<file path="src/rtl/sugs_pkg.sv">
// Package for the Sobel unit-gradient block.
// Holds sizes, register indexes, controller states and command/status types.
// No dependencies.
package sugs_pkg;

  localparam int MAX_WIDTH  = 2048;
  localparam int MAX_HEIGHT = 4096;
  localparam int FRAC_BITS  = 14;
  localparam int MIN_SIDE   = 3;
  localparam int THR_SHIFT  = 6;

  localparam int COL_W    = $clog2(MAX_WIDTH);
  localparam int ROW_W    = $clog2(MAX_HEIGHT);
  localparam int WID_W    = 12;
  localparam int HGT_W    = 13;
  localparam int PIX_W    = 8;
  localparam int G_W      = 11;
  localparam int SQ_W     = 20;
  localparam int S_W      = 21;
  localparam int THR_W    = 22;
  localparam int T_W      = FRAC_BITS + 2;
  localparam int OSQ_W    = 2 * T_W;
  localparam int PROD_W   = OSQ_W + S_W;
  localparam int BIT_W    = $clog2(FRAC_BITS + 1);
  localparam int UNIT_W   = 16;
  localparam int OUT_ROW_W = 12;
  localparam int OUT_COL_W = 11;

  localparam int CFG_IDX_W  = 3;
  localparam int CFG_DATA_W = 13;

  localparam logic [CFG_IDX_W-1:0] CFG_IMAGE_WIDTH  = 3'd0;
  localparam logic [CFG_IDX_W-1:0] CFG_IMAGE_HEIGHT = 3'd1;
  localparam logic [CFG_IDX_W-1:0] CFG_ROI_X        = 3'd2;
  localparam logic [CFG_IDX_W-1:0] CFG_ROI_Y        = 3'd3;
  localparam logic [CFG_IDX_W-1:0] CFG_ROI_W        = 3'd4;
  localparam logic [CFG_IDX_W-1:0] CFG_ROI_H        = 3'd5;
  localparam logic [CFG_IDX_W-1:0] CFG_MIN_CONTRAST = 3'd6;

  typedef enum logic [8:0] {
    ST_IDLE  = 9'b000000001,
    ST_GRAD  = 9'b000000010,
    ST_SQ    = 9'b000000100,
    ST_SUM   = 9'b000001000,
    ST_CHECK = 9'b000010000,
    ST_BSQ   = 9'b000100000,
    ST_BMUL  = 9'b001000000,
    ST_BCMP  = 9'b010000000,
    ST_EMIT  = 9'b100000000
  } state_e;

  typedef struct packed {
    logic accept;
    logic grad;
    logic square;
    logic sum;
    logic bit_sq;
    logic bit_mul;
    logic bit_cmp;
    logic emit;
  } cmd_t;

  typedef struct packed {
    logic has_result;
    logic calc;
    logic last_bit;
    logic last_comp;
    logic out_free;
  } status_t;

endpackage

</file>
<file path="src/rtl/sugs_ctrl.sv">
// Controller state machine of the Sobel unit-gradient block.
// Sequences accept, gradient, squaring, bit-serial root division and emit.
// Depends on sugs_pkg.
module sugs_ctrl (
  input  logic              clk_i,
  input  logic              rst_ni,
  input  logic              in_valid_i,
  input  sugs_pkg::status_t status_i,
  output sugs_pkg::cmd_t    cmd_o,
  output logic              in_ready_o
);

  sugs_pkg::state_e state_q, state_d;

  always_ff @(posedge clk_i or negedge rst_ni) begin
    if (!rst_ni) begin
      state_q <= sugs_pkg::ST_IDLE;
    end else begin
      state_q <= state_d;
    end
  end

  always_comb begin
    state_d    = state_q;
    cmd_o      = '0;
    in_ready_o = 1'b0;
    case (state_q)
      sugs_pkg::ST_IDLE: begin
        in_ready_o = 1'b1;
        if (in_valid_i) begin
          cmd_o.accept = 1'b1;
          state_d      = sugs_pkg::ST_GRAD;
        end
      end
      sugs_pkg::ST_GRAD: begin
        cmd_o.grad = 1'b1;
        state_d    = status_i.has_result ? sugs_pkg::ST_SQ : sugs_pkg::ST_IDLE;
      end
      sugs_pkg::ST_SQ: begin
        cmd_o.square = 1'b1;
        state_d      = sugs_pkg::ST_SUM;
      end
      sugs_pkg::ST_SUM: begin
        cmd_o.sum = 1'b1;
        state_d   = sugs_pkg::ST_CHECK;
      end
      sugs_pkg::ST_CHECK: begin
        state_d = status_i.calc ? sugs_pkg::ST_BSQ : sugs_pkg::ST_EMIT;
      end
      sugs_pkg::ST_BSQ: begin
        cmd_o.bit_sq = 1'b1;
        state_d      = sugs_pkg::ST_BMUL;
      end
      sugs_pkg::ST_BMUL: begin
        cmd_o.bit_mul = 1'b1;
        state_d       = sugs_pkg::ST_BCMP;
      end
      sugs_pkg::ST_BCMP: begin
        cmd_o.bit_cmp = 1'b1;
        if (status_i.last_bit && status_i.last_comp) begin
          state_d = sugs_pkg::ST_EMIT;
        end else begin
          state_d = sugs_pkg::ST_BSQ;
        end
      end
      sugs_pkg::ST_EMIT: begin
        if (status_i.out_free) begin
          cmd_o.emit = 1'b1;
          state_d    = sugs_pkg::ST_IDLE;
        end
      end
      default: begin
        state_d = sugs_pkg::ST_IDLE;
      end
    endcase
  end

endmodule

</file>
<file path="config.mk">
export PLATFORM = sky130hd
export DESIGN_NAME = sugs_ctrl
export DESIGN_NICKNAME = d
export VERILOG_FILES = /design/src/rtl/sugs_pkg.sv /design/src/rtl/sugs_ctrl.sv
export SDC_FILE = /design/constraint.sdc
export NUM_CORES = 1
export LEC_CHECK = 0
export ABC_CLOCK_PERIOD_IN_PS = 1850
export BUFFER_PORTS_ARGS = -buffer_cell sky130_fd_sc_hd__buf_2
export CORE_AREA = 2 2 39 41
export DETAILED_ROUTE_END_ITERATION = 6
export DIE_AREA = 0 0 41 43
export PLACE_DENSITY = 0.68
export SYNTH_ARGS = -nofsm -noshare
export SYNTH_HDL_FRONTEND = slang
export SYNTH_SLANG_ARGS = --single-unit
</file>
<file path="constraint.sdc">
create_clock -name clk_i -period 1.85 [get_ports clk_i]
set_clock_uncertainty 0.1 [all_clocks]
set_input_delay 0.0925 -clock clk_i [delete_from_list [all_inputs] [get_ports clk_i]]
set_output_delay 0.0925 -clock clk_i [all_outputs]
set_load 0.02 [all_outputs]
</file>
# [Word level (Yosys, flattened, before mapping)]
# Index checks and enable logic that the tools add are counted.
[word_totals] ff_bits=9 latch_bits=0 ram_bits=0 rom_bits=0 in_bits=8 out_inout_bits=9 word_cells=31 memories=0
[classes] n_addsub=0 n_mul=0 div_mod_pow=0 magnitude_cmp=0 n_eq_ne=11 n_shift=0 n_mux=17 bitwise_logic=0 n_reduce_logical=2
[ops] operator="9-bit case mux with 9 select lines" count=1
[ops] operator="9-bit 2-to-1 mux" count=4
[ops] operator="1-bit 2-to-1 mux" count=11
[ops] operator="9-bit by 1-bit == test with 1-bit output (second input constant)" count=1
[ops] operator="9-bit by 2-bit == test with 1-bit output (second input constant)" count=1
[ops] operator="9-bit by 3-bit == test with 1-bit output (second input constant)" count=1
[ops] operator="9-bit by 4-bit == test with 1-bit output (second input constant)" count=1
[ops] operator="9-bit by 5-bit == test with 1-bit output (second input constant)" count=1
[ops] operator="9-bit by 6-bit == test with 1-bit output (second input constant)" count=1
[ops] operator="9-bit by 7-bit == test with 1-bit output (second input constant)" count=1
[ops] operator="9-bit by 8-bit == test with 1-bit output (second input constant)" count=1
[ops] operator="9-bit == test (second input constant)" count=1
[ops] operator="2-bit != test (second input constant)" count=2
[ops] operator="3-bit 2-to-1 mux" count=1
[ops] operator="2-bit AND reduction" count=1
[ops] operator="1-bit logical AND" count=1

# [Longest topological paths before layout]
# Gate-level depths: netlist of run 1.
[logic_depth] word_depth=3 depth_mapped=4 ltp_nobuf=4

# [Worst setup path after synthesis of run 1]
# No wires, ideal clock.
[synth_timing] path_kind="reg-to-output" startpoint="reg state_q[5]" endpoint="out cmd_o[7] (netlist name)" arrival_time_ns=1.701 required_time_ns=1.657 setup_slack_ns=-0.044 path_stages_with_launch=5 path_buffers=0 path_cell_list="dfrtp_1 > nor4_4 > nand2b_2 > or3_4 > nor3_1"
[synth_lines] element="start: declaration" line_no="sugs_ctrl.sv:13" rtl="sugs_pkg::state_e state_q, state_d;"
[synth_lines] element="start signal: assignment" line_no="sugs_ctrl.sv:17" rtl="state_q <= sugs_pkg::ST_IDLE;"
[synth_lines] element="start signal: assignment" line_no="sugs_ctrl.sv:19" rtl="state_q <= state_d;"
[synth_lines] element="end: declaration" line_no="sugs_ctrl.sv:9" rtl="output sugs_pkg::cmd_t cmd_o,"

==> impl_metrics.toml, run 1 <==
[clock_network]
cts_tree = "done"
cts_inserted_buffers = 3
clock_path_buffers = 2
clock_latency_ns = 0.27
cts.sinks = 9
cts.htree.levels = 1
clkTransAtPathRegs_ns = 0.06
cts_root_buffer = "clkbuf_4"

[final_layout]
drive_above_1_share_pct = 47.9
antenna_cells = 0
largest_reg_flops = 9
fillCellCount = 119
nets = 103
areaGrowthSynthToFinish_pct = 58.0
regMostFlops = "state_q"
top_regs = "state_q (9)"
final_area_um2 = 890

[logic_synthesis]
synthArstFlopShare_pct = 100
synth_warnings = 0
yosysUniqueCellTypes = 26
ys_ff_latch = 9
syn_nets = 63
syn-cell-area_um2 = 563
synth_top_area_cell = "dfrtp_1"
yosys-top-cells-area = "dfrtp_1 (36%), and2b_2 (6.2%), nor4b_1 (6.2%)"
synthFlopType = "dfrtp_1"
synth_commonest_cells = "dfrtp_1 (8), nor2_1 (6), and2b_2 (4), inv_1 (4), nor4b_1 (4)"
netlist_instances = 55
yosysMostFrequentCell = "dfrtp_1"
avgSynthCellArea_um2 = 10.2
synth_edf_count = 0
synth_top_cell_area_share_pct = 35.6
ys_seq_area_share_pct = 40.2

[sta]
slew_headroom_pct = 65.2
timing.fmax_mhz = 511
fin_crit_sh_pct = 106
final.setup.worst_slack_ns = -0.108
tns_ns = -0.349
rsz0062_at_grt = "true"
finalSetupViolCount = 7
report.final.slew_viol_count = 0
final-hold-violation-count = 0
worst_pin_slew_ns = 0.515
period_needed_ns = 1.96

[detailed_routing]
dr.pass1.iters = 4
detail_route.wl_per_cell_um = 13.7
drc = 0
wl_mm = 1.51
drtAntennaViolNets = 0
avgViaCountPerCell = 5.21
drtIter0Drc = 7
vias = 573

[critical_path]
crit_arrival_ns = 1.77
startpoint_type = "flop"
cp_max_fo = 5
endpoint_kind = "primary output"
slowest_delay_ns = 0.43
crit_chain = "nor4_4 -> nand2b_2 -> or3_4 -> nor3_2 -> buf_4"
critical_path_class = "reg2out"
crit_required_ns = 1.66
slowest_stage = "dfrtp_2"

[power]
leakage_uw = 0.000450
power.density_nw_per_um2 = 991
vdd_drop_max_mv = 0.547

[die]
num_io_pins = 17
dieArea_um2 = 1760
chipHeight_um = 43
die_w_um = 41
core-area_um2 = 1380
row_count = 14
start_util_pct = 40.7

[placed_design]
place_area_um2 = 698
placement.io_buffers = 16
routabilityCongestion = 0.703
dp_slack_ns = 0.135
hpwlAfterDp_um = 921

[grt]
grt_pass1_wl_mm = 2.46
grt_overflow = 0
track_usage_pct = 21.3
use_met1_pct = 24.8
grt_pass1_vias = 568
met3_usage_pct = 4.71
grt.busiest_layer = "met2"
met2_usage_pct = 34.7
grt_max_degree = 10
antenna_found_initial = 0

[run_status]
violations = "setup timing"
status = "finished with violations"

[run]
cap_violations = 0

[min_path]
hold_path_class = "in2reg"
-- kinds of logic (layout without fill, tap and decap cells) --
kind of cell           count (synthesis)  in the layout  synth area share, %
buffers and inverters                  4             43                 2.67
flip-flops                             9              9                 40.2
AND/OR/NAND/NOR                       33             33                 44.7
XOR/XNOR                               2              2                 3.11
AO/OA/AOI/OAI                          7              7                 9.33
-- stage by stage --
step	total power, µW	util, %	hold slack [ns]	instances
3_5_place_dp	561	50.5	-0.138	91
5_1_grt	935	64.3	0.0434	110
3_3_place_gp	564	50.5	-0.143	91
6_report	881	64.3	0.0292	110
2_1_floorplan	476	-	-0.303	55
4_1_cts	869	63.2	0.0221	109
-- cell type report --
cell class              instances  area [µm²]  share of cell area [%]
multi-input cells              42         342                    38.4
repair buffers                 35         258                    29.0
flip-flops and latches          9         229                    25.7
clock buffers                   4        26.3                    2.95
well taps                      16        20.0                    2.25
inverters                       4        15.0                    1.69
-- what timing repair did --
action	4_1_cts	5_1_grt
hold buffers	6	0
buffers inserted	8	1
pin swaps	5	4
resized for setup	9	2
cloned	0	0
hold endpoints to repair	13	0
setup endpoints to repair	6	9
-- layout by cell type (no fill, tap or decap), types with 2 or more instances in the layout --
master / n
a211oi_1: 2
and2b_2: 4
buf_2: 11
buf_4: 16
buf_6: 2
clkbuf_4: 3
dfrtp_1: 6
dfrtp_2: 2
dlygate4sd3_1: 6
inv_1: 4
nand2b_1: 3
nor2_1: 6
nor3_1: 2
nor4_4: 2
nor4b_1: 4
o22ai_1: 2
xor2_1: 2
-- layer usage --
metal	up-vias	wire, µm
li1	283	-
met1	269	625
met2	17	766
met3	4	77
met4	0	38
met5	-	0
-- power breakdown --
| group | internal (µW) | switching [µW] | leakage [µW] | total, µW |
|---|---|---|---|---|
| clock network | 83.6 | 76.8 | 0.0000150 | 160 |
| registers | 232 | 38.0 | 0.000118 | 270 |
| logic | 240 | 211 | 0.000317 | 451 |
| total | 555 | 326 | 0.000450 | 881 |
-- path summary, 6_finish.rpt --
check                      slack (ns)                     end  depth (start not counted)                    from
setup reg to reg                 0.06  state_q[7]$_DFFE_PN0P_                          6  state_q[1]$_DFFE_PN0P_
setup / recovery                -0.11                cmd_o[7]                          5  state_q[4]$_DFFE_PN0P_
hold / removal                   0.03  state_q[0]$_DFFE_PN1P_                          3             status_i[0]
min in group asynchronous        0.10  state_q[8]$_DFFE_PN0P_                          2                  rst_ni
max in group asynchronous        1.30  state_q[0]$_DFFE_PN1P_                          2                  rst_ni
hold reg to reg                  0.45  state_q[0]$_DFFE_PN1P_                          2  state_q[8]$_DFFE_PN0P_
-- critical path: cells and delay by family (launching register included) --
kind	cells	cell delay, ns
and+or+nand+nor	4	0.91
DFF	1	0.43
buffers and inverters	1	0.16
No activity file was read; power rests on OpenSTA's default activity.
==> inputs of run 2 (changes only) <==
--- a/config.mk
+++ b/config.mk
@@ -5,7 +5,7 @@
 export SDC_FILE = /design/constraint.sdc
 export NUM_CORES = 1
 export LEC_CHECK = 0
-export ABC_CLOCK_PERIOD_IN_PS = 1850
+export ABC_CLOCK_PERIOD_IN_PS = 2100
 export BUFFER_PORTS_ARGS = -buffer_cell sky130_fd_sc_hd__buf_2
 export CORE_AREA = 2 2 39 41
 export DETAILED_ROUTE_END_ITERATION = 6
==> constraint.sdc (replaced) <==
create_clock -name clk_i -period 2.1 [get_ports clk_i]
set_clock_uncertainty 0.1 [all_clocks]
set_input_delay 0.105 -clock clk_i [delete_from_list [all_inputs] [get_ports clk_i]]
set_output_delay 0.105 -clock clk_i [all_outputs]
set_load 0.02 [all_outputs]
==> impl_metrics.toml, run 2 (synthesis results as in run 1) <==
[detailed_routing]
avgViaCountPerCell = 5.17
drtIter0Drc = 10
vias = 517
drtAntennaViolNets = 0
top_layer_used = "met4"
wl_mm = 1.19
detail_route.wl_per_cell_um = 11.9
dr.pass1.iters = 4
wl_met1_um = 545
dr_wl_met2_um = 590
drc = 0
met3WireLength_um = 51

[critical_path]
crit_chain = "nor4_4 -> nand2b_4 -> or3_4 -> nor3_2 -> buf_4"
r2r_end = "state_q[8]$_DFFE_PN0P_"
reg2reg_depth = 4
crit_arrival_ns = 1.84
crit_required_ns = 1.89
slowest_delay_ns = 0.44
slowest_stage = "dfrtp_2"
endpoint_kind = "primary output"
reg2reg_from = "state_q[0]$_DFFE_PN1P_"
startpoint_type = "flop"
r2r_slack_ns = 0.39
critical_path_class = "reg2out"
cp_max_fo = 5

[placed_design]
place_area_um2 = 663
hpwlAfterDp_um = 819
routabilityCongestion = 0.710
dp_slack_ns = 0.290
dp.cells = 87
placement.io_buffers = 16

[sta]
final-hold-violation-count = 0
fin_crit_sh_pct = 97.4
report.final.slew_viol_count = 0
tns_ns = 0
timing.fmax_mhz = 489
worst_pin_slew_ns = 0.498
rsz0062_at_grt = "true"
slew_headroom_pct = 66.3
finalSetupViolCount = 0
period_needed_ns = 2.04
final.setup.worst_slack_ns = 0.0555

[grt]
track_usage_pct = 15.1
grt_pass1_wl_mm = 1.80
grt_pass1_vias = 437
antenna_found_initial = 0
grt_overflow = 0
grt_max_degree = 10

[final_layout]
final_area_um2 = 778
antenna_cells = 0
layoutNonFillerInstCount = 100
areaGrowthSynthToFinish_pct = 38.2
final_cell_mix = "buf_2 (15), buf_4 (7), dfrtp_1 (7)"
layout_commonest_cell = "buf_2"
regMostFlops = "state_q"
drive_above_1_share_pct = 44.0
nets = 93
top_regs = "state_q (9)"
fin_util_pct = 56.2
fillCellCount = 122
largest_reg_flops = 9

[clock_network]
cts_inserted_buffers = 3
cts.htree.levels = 1
cts_root_buffer = "clkbuf_4"
clock_path_buffers = 2
cts.sinks = 9
clock_latency_ns = 0.26
clkTransAtPathRegs_ns = 0.06
cts_tree = "done"

[die]
chipHeight_um = 43
num_io_pins = 17
core-area_um2 = 1380
dieArea_um2 = 1760
die_w_um = 41
row_count = 14
start_util_pct = 40.7

[min_path]
min_from = "status_i[1]"
whs_path_depth = 2
hold_path_class = "in2reg"
min_to = "state_q[8]$_DFFE_PN0P_"

[run]
cap_violations = 0

[run_status]
status = "finished clean"

[power]
leakage_uw = 0.000403
vdd_drop_max_mv = 0.435
power.density_nw_per_um2 = 844
[run 2: final cells by class]
type | instances | area [µm²] | share of cell area (%)
clock buffer | 4 | 26.3 | 3.38
inverter | 4 | 15.0 | 1.93
multi-input combinational | 42 | 332 | 42.6
sequential | 9 | 228 | 29.3
tap | 16 | 20.0 | 2.57
timing repair buffer | 25 | 158 | 20.3
[run 2: how the worst max path moves through the flow]
stage	start	end	slack [ns]	cells past startpoint
4_1_cts	state_q[5]$_DFFE_PN0P_	cmd_o[7]	0.000007	5
3_5_place_dp	state_q[5]$_DFFE_PN0P_	cmd_o[7]	0.29	5
6_report	state_q[7]$_DFFE_PN0P_	cmd_o[7]	0.06	5
2_1_floorplan	state_q[5]$_DFFE_PN0P_	cmd_o[7]	0.19	4
5_1_grt	state_q[7]$_DFFE_PN0P_	cmd_o[7]	-0.04	5
3_3_place_gp	state_q[5]$_DFFE_PN0P_	cmd_o[7]	0.31	5
[run 2: timing repair]
action                                  in CTS  in global routing
hold buffers                                 3                  0
resized for setup                            0                  5
endpoints found under the hold margin       11                  0
buffers inserted                             0                  6
endpoints found under the setup margin       0                  4
[run 2: through the flow]
| step | hold slack [ns] | total power (µW) |
|---|---|---|
| after CTS | 0.00105 | 622 |
| final | 0.00825 | 657 |
| after detailed placement | -0.131 | 483 |
| after global placement | -0.133 | 483 |
| after global routing | 0.0138 | 716 |
| after floorplan | -0.291 | 415 |
[run 2: report_power, final]
| group | total, µW | switching [µW] | internal [µW] |
|---|---|---|---|
| logic | 286 | 150 | 136 |
| registers | 240 | 36.8 | 203 |
| clock network | 131 | 58.3 | 73.1 |
[run 2: layer usage]
metal | GRT usage, % | up-vias
met4 | 10.0 | 0
met3 | 3.14 | 2
met5 | 0 | -
li1 | - | 262
met2 | 20.9 | 15
met1 | 20.4 | 238
[run 2: critical path, delay by kind of cell (launching register included)]
kind,cells,cell delay [ns]
buf+inv,1,0.16
simple gates,4,0.98
flops,1,0.44
==> inputs of run 3 (changes only) <==
--- a/config.mk
+++ b/config.mk
@@ -10,7 +10,7 @@
 export CORE_AREA = 2 2 39 41
 export DETAILED_ROUTE_END_ITERATION = 6
 export DIE_AREA = 0 0 41 43
-export PLACE_DENSITY = 0.68
+export PLACE_DENSITY = 0.74
 export SYNTH_ARGS = -nofsm -noshare
 export SYNTH_HDL_FRONTEND = slang
 export SYNTH_SLANG_ARGS = --single-unit
==> impl_metrics.toml, run 3 (synthesis results as in run 1) <==
[run_status]
status = "finished clean"

[detailed_routing]
detail_route.wl_per_cell_um = 13.0
wl_mm = 1.29
avgViaCountPerCell = 5.38
drtAntennaViolNets = 0
drtIter0Drc = 0
vias = 533
dr.pass1.iters = 1
drc = 0

[power]
leakage_uw = 0.000402
pwr-share-seq_pct = 36.0
p_int_uw = 417
p_comb_share_pct = 44.2
netSwitchingFraction_pct = 37.0
p_clk_share_pct = 19.8
power.density_nw_per_um2 = 859
vdd_drop_max_mv = 0.541
p_sw_uw = 245
totalPowerFinal_uw = 662

[die]
num_io_pins = 17
chipHeight_um = 43
start_util_pct = 40.7
die_w_um = 41
dieArea_um2 = 1760
row_count = 14
core-area_um2 = 1380

[min_path]
hold_path_class = "in2reg"

[clock_network]
cts_tree = "done"
clock_latency_ns = 0.26
cts.htree.levels = 1
clock_path_buffers = 2
cts_root_buffer = "clkbuf_4"
cts.sinks = 9
cts_inserted_buffers = 3
clkTransAtPathRegs_ns = 0.06

[final_layout]
regMostFlops = "state_q"
largest_reg_flops = 9
final_cell_mix = "buf_2 (14), buf_4 (8), dfrtp_1 (7)"
layout_commonest_cell = "buf_2"
fin_util_pct = 55.7
areaGrowthSynthToFinish_pct = 36.9
nets = 92
top_regs = "state_q (9)"
antenna_cells = 0
final_area_um2 = 771
drive_above_1_share_pct = 43.4

[grt]
track_usage_pct = 14.5
grt_overflow = 0
grt_max_degree = 10
antenna_found_initial = 0
grt_pass1_wl_mm = 1.77
grt_pass1_vias = 446

[sta]
period_needed_ns = 2.08
slew_headroom_pct = 64.2
fin_crit_sh_pct = 99.0
rsz0062_at_grt = "true"
worst_pin_slew_ns = 0.529
finalSetupViolCount = 0
final.setup.worst_slack_ns = 0.0210
final-hold-violation-count = 0
timing.fmax_mhz = 481
tns_ns = 0
report.final.slew_viol_count = 0

[placed_design]
place_area_um2 = 663
placement.io_buffers = 16
routabilityCongestion = 0.729
dp_slack_ns = 0.291
hpwlAfterDp_um = 848

[critical_path]
endpoint_kind = "primary output"
critical_path_class = "reg2out"
cp_max_fo = 5
crit_arrival_ns = 1.87
crit_required_ns = 1.89
startpoint_type = "flop"

[run]
cap_violations = 0
[run 3: layout make-up]
class                           count  area, µm²
Clock buffer                        4       26.3
Fill cell                         132        613
Inverter                            4       15.0
Multi-Input combinational cell     42        332
Sequential cell                     9        228
Tap cell                           16       20.0
Timing Repair Buffer               24        150
[run 3: critical path: stages, from the launching register on]
cell and delay, ns:
dfrtp_1 0.43, nor4_4 0.40, nand2b_4 0.10, or3_4 0.37
nor3_2 0.16, buf_4 0.16
[run 3: stage by stage]
step / hold WS, ns / instances
5_1_grt: 0.0112 / 99
4_1_cts: 0.00439 / 93
6_report: 0.00826 / 99
3_3_place_gp: -0.136 / 87
3_5_place_dp: -0.134 / 87
2_1_floorplan: -0.291 / 55
[run 3: final timing paths]
check                      slack (ns)              startpoint  depth (start not counted)                endpoint
max                              0.02  state_q[5]$_DFFE_PN0P_                          5                cmd_o[7]
min                             0.008             status_i[3]                          2  state_q[5]$_DFFE_PN0P_
max reg2reg                      0.41  state_q[3]$_DFFE_PN0P_                          4  state_q[8]$_DFFE_PN0P_
min reg2reg                      0.46  state_q[8]$_DFFE_PN0P_                          2  state_q[0]$_DFFE_PN1P_
max in group asynchronous        1.53                  rst_ni                          2  state_q[0]$_DFFE_PN1P_
min in group asynchronous        0.12                  rst_ni                          2  state_q[8]$_DFFE_PN0P_
[run 3: repair_timing]
item / 4_1_cts / 5_1_grt
hold buffers: 2 / 0
resized for setup: 0 / 5
setup buffers: 0 / 6
endpoints found under the setup margin: 0 / 5
hold endpoints to repair: 10 / 0
[run 3: power by group through the flow]
| stage | clock (µW) | combinational (µW) | sequential, µW |
|---|---|---|---|
| floorplan | 0 | 181 | 234 |
| global placement | 0 | 238 | 240 |
| detailed placement | 0 | 241 | 241 |
| CTS | 135 | 245 | 238 |
| global route | 149 | 323 | 244 |
| finish | 131 | 293 | 238 |
[run 3: layer usage]
layer	share of wire, %	vias up	global-route usage, %	routed length, µm
li1	-	264	-	-
met1	41	251	19.3	529
met2	52	16	21.9	669
met3	5.6	2	3.14	72
met4	1.2	0	6.00	15
met5	0	-	0	0
